===== src/rtl/first_fit_arena_allocator_unit_macros.svh =====
// Assertion macros for the first-fit arena allocator.
`ifndef FIRST_FIT_ARENA_ALLOCATOR_UNIT_MACROS_SVH
`define FIRST_FIT_ARENA_ALLOCATOR_UNIT_MACROS_SVH
`ifndef SYNTHESIS
`define FFA_ASSERT_IMP(label, clk, rst, a, c) \
  label: assert property (@(posedge clk) disable iff (rst) (a) |-> (c)) \
    else $error("implication check failed");
`define FFA_ASSERT_NXT(label, clk, rst, a, c) \
  label: assert property (@(posedge clk) disable iff (rst) (a) |=> (c)) \
    else $error("assertion failed");
`else
`define FFA_ASSERT_IMP(label, clk, rst, a, c)
`define FFA_ASSERT_NXT(label, clk, rst, a, c)
`endif
`endif


===== src/rtl/ffa_pkg.sv =====
// Package with shared constants and codes of the first-fit arena allocator.
`default_nettype none
package ffa_pkg;
  localparam int FREE_SLOTS_DEF = 16;
  localparam int USED_SLOTS_DEF = 16;
  localparam logic [31:0] ARENA_SIZE_RESET = 32'd65536;
  localparam logic [1:0] ST_OK = 2'd0;
  localparam logic [1:0] ST_OOM = 2'd1;
  localparam logic [1:0] ST_FULL = 2'd2;
  localparam logic [1:0] ST_UNKNOWN = 2'd3;
  localparam logic OP_ALLOC = 1'b0;
  localparam logic OP_FREE = 1'b1;
  localparam logic CFG_BASE = 1'b0;
  localparam logic CFG_SIZE = 1'b1;
endpackage
`default_nettype wire


===== src/rtl/first_fit_arena_allocator_unit.sv =====
// Top level of the first-fit arena allocator with its sequencer and tables.
// The input channel (valid, stall) carries one request word: opcode, request_bytes,
// align_log2 and free_address. The output channel (out_valid, out_stall) carries one
// result word per request: granted_address and status.
// The block takes a request only when idle and its output register is empty or being
// drained. An allocate scans the free table one entry a cycle. A free scans the used
// table, shifts it, then runs an insertion sort one compare a cycle and a merge pass
// one pair a cycle, shifting the table after each merge.
// Reset clears the counts, the bump offset, the arena base and the output valid flag
// and loads the default arena size. Table contents need no reset since entries are
// read below their counts only. While out_valid and out_stall are both high a finished
// result holds and no new request is taken; the configuration port is a write enable,
// index and data, used while idle; the block itself does not enforce this.
`default_nettype none
module first_fit_arena_allocator_unit
  import ffa_pkg::*;
#(
  parameter int FREE_SLOTS = FREE_SLOTS_DEF,
  parameter int USED_SLOTS = USED_SLOTS_DEF
) (
  input  wire logic        clk,
  input  wire logic        rst,
  input  wire logic        valid,
  output logic             stall,
  input  wire logic        opcode,
  input  wire logic [31:0] request_bytes,
  input  wire logic [4:0]  align_log2,
  input  wire logic [31:0] free_address,
  output logic             out_valid,
  input  wire logic        out_stall,
  output logic [31:0]      granted_address,
  output logic [1:0]       status,
  input  wire logic        cfg_we,
  input  wire logic        cfg_index,
  input  wire logic [31:0] cfg_data
);
  `include "first_fit_arena_allocator_unit_macros.svh"

  localparam int FW = $clog2(FREE_SLOTS);
  localparam int UW = (USED_SLOTS > 1) ? $clog2(USED_SLOTS) : 1;
  localparam int FCW = $clog2(FREE_SLOTS + 1);
  localparam int UCW = $clog2(USED_SLOTS + 1);

  typedef enum logic [3:0] {
    S_IDLE, S_ASCAN, S_AREM, S_AAPP1, S_AAPP2, S_BUMP, S_USCAN, S_USHIFT,
    S_SORT, S_MERGE, S_MSHIFT, S_DONE
  } state_t;

  state_t state;
  logic [31:0] arena_base, arena_size, bump_offset;
  logic [31:0] free_start [FREE_SLOTS];
  logic [31:0] free_length [FREE_SLOTS];
  logic [31:0] used_start [USED_SLOTS];
  logic [FCW-1:0] free_count;
  logic [UCW-1:0] used_count;
  logic        op_r;
  logic [31:0] bytes_r, addr_r;
  logic [4:0]  alog_r;
  logic [FCW-1:0] i, j, k;
  logic [31:0] gap_s, gap_l, rem_s, rem_l, al_r;
  logic        has_gap, has_rem;
  logic [UCW-1:0] ui;

  logic [FW-1:0] ix, jx, jm1;
  logic [UW-1:0] uix;
  assign ix = i[FW-1:0];
  assign jx = j[FW-1:0];
  assign jm1 = FW'(j - FCW'(1));
  assign uix = ui[UW-1:0];

  // Shared address unit: aligns the current free entry and checks the fit.
  logic [32:0] amask, al33, adj33, need33, bl33, rem33;
  logic        fits;
  always_comb begin
    amask = (33'd1 << alog_r) - 33'd1;
    al33 = ({1'b0, free_start[ix]} + amask) & ~amask;
    adj33 = al33 - {1'b0, free_start[ix]};
    need33 = {1'b0, bytes_r} + adj33;
    bl33 = {1'b0, free_length[ix]};
    rem33 = bl33 - need33;
    fits = !al33[32] && (bl33 >= need33);
  end

  logic [32:0] aoff33, bsum33;
  always_comb begin
    aoff33 = ({1'b0, bump_offset} + amask) & ~amask;
    bsum33 = aoff33 + {1'b0, bytes_r};
  end

  logic [32:0] mend33, msum33;
  always_comb begin
    mend33 = {1'b0, free_start[ix]} + {1'b0, free_length[ix]};
    msum33 = {1'b0, free_length[ix]} + {1'b0, free_length[FW'(i + FCW'(1))]};
  end

  logic [31:0] ins_s, ins_l;

  assign stall = (state != S_IDLE) || (out_valid && out_stall);

  always_ff @(posedge clk) begin
    if (rst) begin
      state <= S_IDLE;
      out_valid <= 1'b0;
      free_count <= '0;
      used_count <= '0;
      bump_offset <= '0;
      arena_base <= '0;
      arena_size <= ARENA_SIZE_RESET;
    end else begin
      if (cfg_we) begin
        unique case (cfg_index)
          CFG_BASE: arena_base <= cfg_data;
          CFG_SIZE: arena_size <= cfg_data;
          default: ;
        endcase
      end
      unique case (state)
        S_IDLE: begin
          if (out_valid && !out_stall) out_valid <= 1'b0;
          if (valid && !stall) begin
            op_r <= opcode;
            bytes_r <= request_bytes;
            alog_r <= align_log2;
            addr_r <= free_address;
            granted_address <= '0;
            i <= '0;
            ui <= '0;
            if (opcode == OP_ALLOC && used_count >= UCW'(USED_SLOTS)) begin
              status <= ST_FULL;
              state <= S_DONE;
            end else begin
              status <= ST_OK;
              state <= (opcode == OP_ALLOC) ? S_ASCAN : S_USCAN;
            end
          end
        end
        S_ASCAN: begin
          if (i >= free_count) state <= S_BUMP;
          else if (fits) begin
            if (adj33 != 0 && rem33 != 0 && free_count >= FCW'(FREE_SLOTS)) begin
              status <= ST_FULL;
              state <= S_DONE;
            end else begin
              has_gap <= adj33 != 0;
              has_rem <= rem33 != 0;
              gap_s <= free_start[ix];
              gap_l <= adj33[31:0];
              rem_s <= al33[31:0] + bytes_r;
              rem_l <= rem33[31:0];
              al_r <= al33[31:0];
              k <= i;
              state <= S_AREM;
            end
          end else i <= i + FCW'(1);
        end
        S_AREM: begin
          if (k + FCW'(1) < free_count) begin
            free_start[k[FW-1:0]] <= free_start[FW'(k + FCW'(1))];
            free_length[k[FW-1:0]] <= free_length[FW'(k + FCW'(1))];
            k <= k + FCW'(1);
          end else begin
            free_count <= free_count - FCW'(1);
            used_start[used_count[UW-1:0]] <= al_r;
            used_count <= used_count + UCW'(1);
            granted_address <= al_r;
            state <= S_AAPP1;
          end
        end
        S_AAPP1: begin
          if (has_gap && free_count < FCW'(FREE_SLOTS)) begin
            free_start[free_count[FW-1:0]] <= gap_s;
            free_length[free_count[FW-1:0]] <= gap_l;
            free_count <= free_count + FCW'(1);
          end
          state <= S_AAPP2;
        end
        S_AAPP2: begin
          if (has_rem && free_count < FCW'(FREE_SLOTS)) begin
            free_start[free_count[FW-1:0]] <= rem_s;
            free_length[free_count[FW-1:0]] <= rem_l;
            free_count <= free_count + FCW'(1);
          end
          state <= S_DONE;
        end
        S_BUMP: begin
          if (bsum33 > {1'b0, arena_size}) status <= ST_OOM;
          else begin
            bump_offset <= bsum33[31:0];
            granted_address <= arena_base + aoff33[31:0];
            used_start[used_count[UW-1:0]] <= arena_base + aoff33[31:0];
            used_count <= used_count + UCW'(1);
          end
          state <= S_DONE;
        end
        S_USCAN: begin
          if (ui >= used_count) begin
            status <= ST_UNKNOWN;
            state <= S_DONE;
          end else if (used_start[uix] == addr_r) begin
            if (free_count >= FCW'(FREE_SLOTS)) begin
              status <= ST_FULL;
              state <= S_DONE;
            end else state <= S_USHIFT;
          end else ui <= ui + UCW'(1);
        end
        S_USHIFT: begin
          if (ui + UCW'(1) < used_count) begin
            used_start[uix] <= used_start[UW'(ui + UCW'(1))];
            ui <= ui + UCW'(1);
          end else begin
            used_count <= used_count - UCW'(1);
            free_start[free_count[FW-1:0]] <= addr_r;
            free_length[free_count[FW-1:0]] <= bytes_r;
            free_count <= free_count + FCW'(1);
            i <= FCW'(1);
            j <= FCW'(1);
            ins_s <= free_start[0];
            ins_l <= free_length[0];
            state <= S_SORT;
          end
        end
        S_SORT: begin
          if (i >= free_count) begin
            i <= '0;
            state <= S_MERGE;
          end else begin
            if (j == i) begin
              ins_s <= free_start[ix];
              ins_l <= free_length[ix];
            end
            if (j != '0 && free_start[jm1] > ((j == i) ? free_start[ix] : ins_s)) begin
              free_start[jx] <= free_start[jm1];
              free_length[jx] <= free_length[jm1];
              j <= j - FCW'(1);
            end else begin
              free_start[jx] <= (j == i) ? free_start[ix] : ins_s;
              free_length[jx] <= (j == i) ? free_length[ix] : ins_l;
              i <= i + FCW'(1);
              j <= i + FCW'(1);
            end
          end
        end
        S_MERGE: begin
          if (i + FCW'(1) >= free_count) state <= S_DONE;
          else if (mend33 == {1'b0, free_start[FW'(i + FCW'(1))]} && !msum33[32]) begin
            free_length[ix] <= msum33[31:0];
            k <= i + FCW'(1);
            state <= S_MSHIFT;
          end else i <= i + FCW'(1);
        end
        S_MSHIFT: begin
          if (k + FCW'(1) < free_count) begin
            free_start[k[FW-1:0]] <= free_start[FW'(k + FCW'(1))];
            free_length[k[FW-1:0]] <= free_length[FW'(k + FCW'(1))];
            k <= k + FCW'(1);
          end else begin
            free_count <= free_count - FCW'(1);
            state <= S_MERGE;
          end
        end
        S_DONE: begin
          if (!out_valid || !out_stall) begin
            out_valid <= 1'b1;
            state <= S_IDLE;
          end
        end
        default: state <= S_IDLE;
      endcase
    end
  end

  `FFA_ASSERT_IMP(a_counts, clk, rst, 1'b1,
    free_count <= FCW'(FREE_SLOTS) && used_count <= UCW'(USED_SLOTS))
  `FFA_ASSERT_IMP(a_grant_ok, clk, rst, out_valid && status != ST_OK, granted_address == 0)
  `FFA_ASSERT_NXT(a_hold, clk, rst, out_valid && out_stall,
    out_valid && $stable(granted_address) && $stable(status))
endmodule
`default_nettype wire

===== config.mk =====
export PLATFORM = sky130hd
export DESIGN_NAME = first_fit_arena_allocator_unit
export DESIGN_NICKNAME = d
export VERILOG_FILES = /design/src/rtl/ffa_pkg.sv /design/src/rtl/first_fit_arena_allocator_unit.sv
export VERILOG_INCLUDE_DIRS = /design/src /design/src/rtl
export SDC_FILE = /design/constraint.sdc
export NUM_CORES = 2
export LEC_CHECK = 0
export BUFFER_PORTS_ARGS = -buffer_cell sky130_fd_sc_hd__clkbuf_2
export CAP_MARGIN = 15
export CORE_MARGIN = 5
export CORE_UTILIZATION = 30
export CTS_CLUSTER_DIAMETER = 200
export DETAILED_ROUTE_END_ITERATION = 16
export GPL_TIMING_DRIVEN = 0
export SLEW_MARGIN = 10
export SYNTH_ARGS = -nofsm -noshare
export SYNTH_HDL_FRONTEND = slang
export SYNTH_SLANG_ARGS = --single-unit

===== constraint.sdc =====
create_clock -name clk -period 56.9 [get_ports clk]
set_clock_uncertainty 0.15 [all_clocks]
set_input_delay 5.69 -clock clk [delete_from_list [all_inputs] [get_ports clk]]
set_output_delay 5.69 -clock clk [all_outputs]
set_load 0.05 [all_outputs]

**Word-level counts from Yosys, hierarchy flattened**

Memories as Yosys holds them, arrays and structs flattened. A register that Yosys moved wholly into a read port is not among the register bits.
Index checks and enable logic that the tools add are counted.

- Bits in registers: 460
- RAM bits: 1536
- Input bits: 108
- Output and inout bits: 36
- Word-level logic and storage cells: 326
- Memories: 3

Memory list:

| name | depth | width | read ports | clocked after Yosys merged registers in | write ports | line | RTL |
|---|---|---|---|---|---|---|---|
| free_length | 16 | 32 | 5 | 1 | 1 | first_fit_arena_allocator_unit.sv:52 | `logic [31:0] free_length [FREE_SLOTS];` |
| free_start | 16 | 32 | 5 | 1 | 1 | first_fit_arena_allocator_unit.sv:51 | `logic [31:0] free_start [FREE_SLOTS];` |
| used_start | 16 | 32 | 2 | 1 | 1 | first_fit_arena_allocator_unit.sv:53 | `logic [31:0] used_start [USED_SLOTS];` |

- Add/sub/neg operators: 19
- Magnitude comparators: 11
- Equality and inequality tests: 44
- Shift operators: 1
- Multiplexer cells: 150
- Bitwise gates (word level): 18
- Reduce and logical (&&, ||, !) cells: 55

Operators with widths:

| operator | number |
|---|---|
| 32-bit 2-to-1 mux | 24 |
| 32-bit OR reduction | 6 |
| 5-bit 2-to-1 mux | 26 |
| 32-bit one-hot mux with 2 select lines | 2 |
| 32-bit by 33-bit adder with 33-bit output | 3 |
| 4-bit 2-to-1 mux | 24 |
| 32-bit one-hot mux with 3 select lines | 1 |
| 32-bit by 32-bit adder with 33-bit output | 2 |
| 33-bit AND | 2 |
| 33-bit nonzero test | 2 |
| 32-bit adder | 2 |
| 1-bit 2-to-1 mux | 54 |
| 2-bit != test (second input constant) | 24 |
| 5-bit one-hot mux with 3 select lines | 3 |
| 4-bit one-hot mux with 11 select lines | 1 |
| 33-bit by 32-bit adder with 33-bit output | 1 |
| 33-bit by 32-bit equality test with 1-bit output | 1 |
| 32-bit by 33-bit greater-or-equal comparator with 1-bit output | 1 |
| 33-bit by 32-bit greater-than comparator with 1-bit output | 1 |
| 33-bit NOT | 1 |
| 1-bit by 5-bit << shifter with 33-bit output (first input constant) | 1 |
| 32-bit by 33-bit subtractor with 33-bit output | 1 |
| 33-bit by 1-bit subtractor with 33-bit output (second input constant) | 1 |
| 33-bit by 32-bit subtractor with 33-bit output | 1 |
| other kinds (40) | 113 |

**Longest topological paths before layout**

- Depth in word-level cells: 14
- Mapped depth: 53
- Gate-level depth less buffers: 50

**Worst setup path before layout**

OpenSTA, ideal clock, no wires.

- Kind: register to register
- Start point: reg (tool-made name)
- End point: reg al_r[0] (enable)
- Arrival: 17.845 ns
- Data required time: 56.097 ns
- Setup slack: 38.252 ns
- Stages on the path, launching flop included: 51
- Cell sequence: dfxtp_1 > buf_4 > buf_6 > buf_6 > buf_4 > buf_2 > clkbuf_1 > buf_1 > buf_1 > mux4_2 > mux4_2 > ha_1 > a21oi_1 > o21ai_0 > o21ai_0 > nand3_1 > a21o_1 > a21oi_1 > (+15 left out) > a21oi_1 > xor2_1 > ha_1 > nand4_1 > or3_1 > o21ba_2 > nor2_2 > xnor2_1 > or4_1 > nor3_1 > nand3b_1 > or4b_1 > or4_1 > nor4_1 > and4_1 > a211oi_2 > a21o_1 > nor3_2

RTL lines:

| item | line | RTL |
|---|---|---|
| end signal, assigned | first_fit_arena_allocator_unit.sv:150 | `al_r <= al33[31:0];` |
| end, declared | first_fit_arena_allocator_unit.sv:60 | `logic [31:0] gap_s, gap_l, rem_s, rem_l, al_r;` |

==> metrics.txt <==
post-CTS setup repair buffer count 0; GP Congestion between 0.9 and 1; Die Width between 600 and 700 um; DPL Wire Length 408100 um; type of destination of the critical path register; Rel. slew slack 6.162%; core area approximately 420000 um^2; DR vias/cell approximately 6.4; cts repair resizes 0; fillers 39470; layout cells sized above 1 28.29%; Worst-Skew Late Latency 970 ps; CP Max Fanout 17; via count 96050; CTS tree done; Async SR Flop Fraction 0%; largest net degree at the start of global routing 21; #FFs+latches synth roughly 2000; Initial DRC Count about 16000; Final Hold Viols 0; Max stage delay on crit path roughly 900 ps; Setup violations, final 0; Mapped Area roughly 130000 um^2; critical setup path kind reg -> reg; Synth Area per Inst 14.55 um^2; DRT antenna net count 0; Syn Inst Count between 8000 and 9000; remaining global-route overflow 0; post-route cell area approximately 150000 um^2; top_reg_cell synth edfxtp_1; initial antenna violation count 38; most used cell, CP ha_1; Critical Path AT 20080 ps; most common cell in the netlist edfxtp_1; min-delay worst type reg -> reg; grt met3 use between 10% and 20%; num ports 144; Row Count ~240; final hold slack a little over 300 ps; Final period util approximately 34%; First-pass DRT Iterations 8; Largest regs free_length x512, free_start x512, used_start x512; outcome finished clean; FMAX between 50 and 60 MHz; Max Cap Violations 0; gr usage total 24.38%; first-pass GRT wire length roughly 740000 um; Bufs and invs on worst path 13; most common library cells after synthesis edfxtp_1 (1885), mux4_2 (1558), nand2_1 (695), nor2_1 (450), a21oi_1 (425); vias in the first global route approximately 89000; clock sinks between 2000 and 2500; Yosys Warn Count 0; CTS Buf Count between 200 and 250; minimum clock period around 20000 ps; GRT busiest layer met2; Post-synth EDFFs 1885; dominant cell type by area after synthesis edfxtp_1; CTS Hold Bufs 0; drt total wl around 550000 um; register area share after synthesis between 40% and 50%; Critical Path Slowest Stage Cell buf_1; synth unique cells about 120; CP required ~57000 ps; Die H between 600 and 700 um; CP delay by family, top simple AND/OR/NAND/NOR gates; routing usage on met2 35.77%; die area 431200 um^2; H-tree levels 4; Setup TNS 0 ps; CTS Buffer Depth 4; # port buffers between 100 and 150; DP Area 137600 um^2; DRC viols 0; worst slew pin tran 1408 ps; Initial Util a little under a third; Min-Delay Startpoint arena_size[7]$_SDFFE_PP0P_; wire per inst about 37 um; GRT met1 Usage between 20% and 30%; root buffer cell clkbuf_16; area growth from synthesis to layout 15.79%; CTS clk-pin slew, worst paths approximately 70 ps; Final nets about 9700; CP startpoint kind register; top cells by area, synth edfxtp_1 (45%), mux4_2 (28%), ha_1 (3.9%), nand2_1 (2.1%), dfxtp_1 (1.9%); final core occ about a third; RSZ-0062 raised after global routing no; r2r setup slk approximately 37000 ps; post-synth top area share roughly 45%; Pins Over Slew Limit 0
-- layout make-up --
type	instances	area [um^2]	area share (%)
Timing Repair Buffer	385	4770	3.283
Clock buffer	246	5592	3.849
Tap cell	5497	6878	4.735
Inverter	202	759.5	0.5228
Sequential cell	2004	58990	40.61
Antenna cell	31	77.57	0.05340
Clock inverter	152	1549	1.066
Buffer	562	2374	1.634
Multi-Input combinational cell	5855	64280	44.25
-- through the flow --
| step | cells | worst slack [ps] |
|---|---|---|
| 2_1_floorplan | 8623 | 38250 |
| 3_3_place_gp | 14260 | 29260 |
| 3_5_place_dp | 14470 | 37780 |
| 4_1_cts | 14870 | 37730 |
| 5_1_grt | 14910 | 36960 |
| 6_report | 14930 | 37310 |
-- tightest hold or removal path, stage by stage (launching register included) --
cell     delay, ps
dfxtp_1        310
nand2_1         50
a21oi_1         50
-- worst paths after layout --
kind | to | cells past startpoint
max | gap_l[12]$_DFFE_PP_ | 54
min | arena_size[7]$_SDFFE_PP0P_ | 2
max reg2reg | gap_l[12]$_DFFE_PP_ | 54
min reg2reg | arena_size[7]$_SDFFE_PP0P_ | 2
-- metal layers --
metal	vias up	part of all wire, %
met5	-	0.055
met4	32	7.7
met3	1810	16
met2	8649	43
met1	48740	33
li1	36820	-
-- cell families after synthesis --
family,synth area share [%]
and+or+nand+nor,6.750
xor gates and xnor gates,2.390
DFF,47.02
muxes,29.43
other,0.002989
adders and majority gates,4.105
buffers and inverters,2.371
AOI/OAI and AO/OA,7.934
-- placed cells by master, fill, tap and decap left out, types with 75 or more instances in the layout --
cell type,n
a21o_1,140
buf_2,106
inv_1,193
dfxtp_1,119
nand3_1,75
o21ai_0,289
clkbuf_16,219
nand2b_1,80
edfxtp_1,1885
xor2_1,101
ha_1,394
a21oi_1,423
nor3_1,142
mux2i_1,163
clkbuf_2,196
xnor2_1,234
mux4_2,1558
clkbuf_1,343
a211oi_1,98
nand2_1,695
nor2_1,418
Power is left out: the tool's default activity adds up to more than one toggle a clock period on the data nets, which glitch-free logic cannot reach.
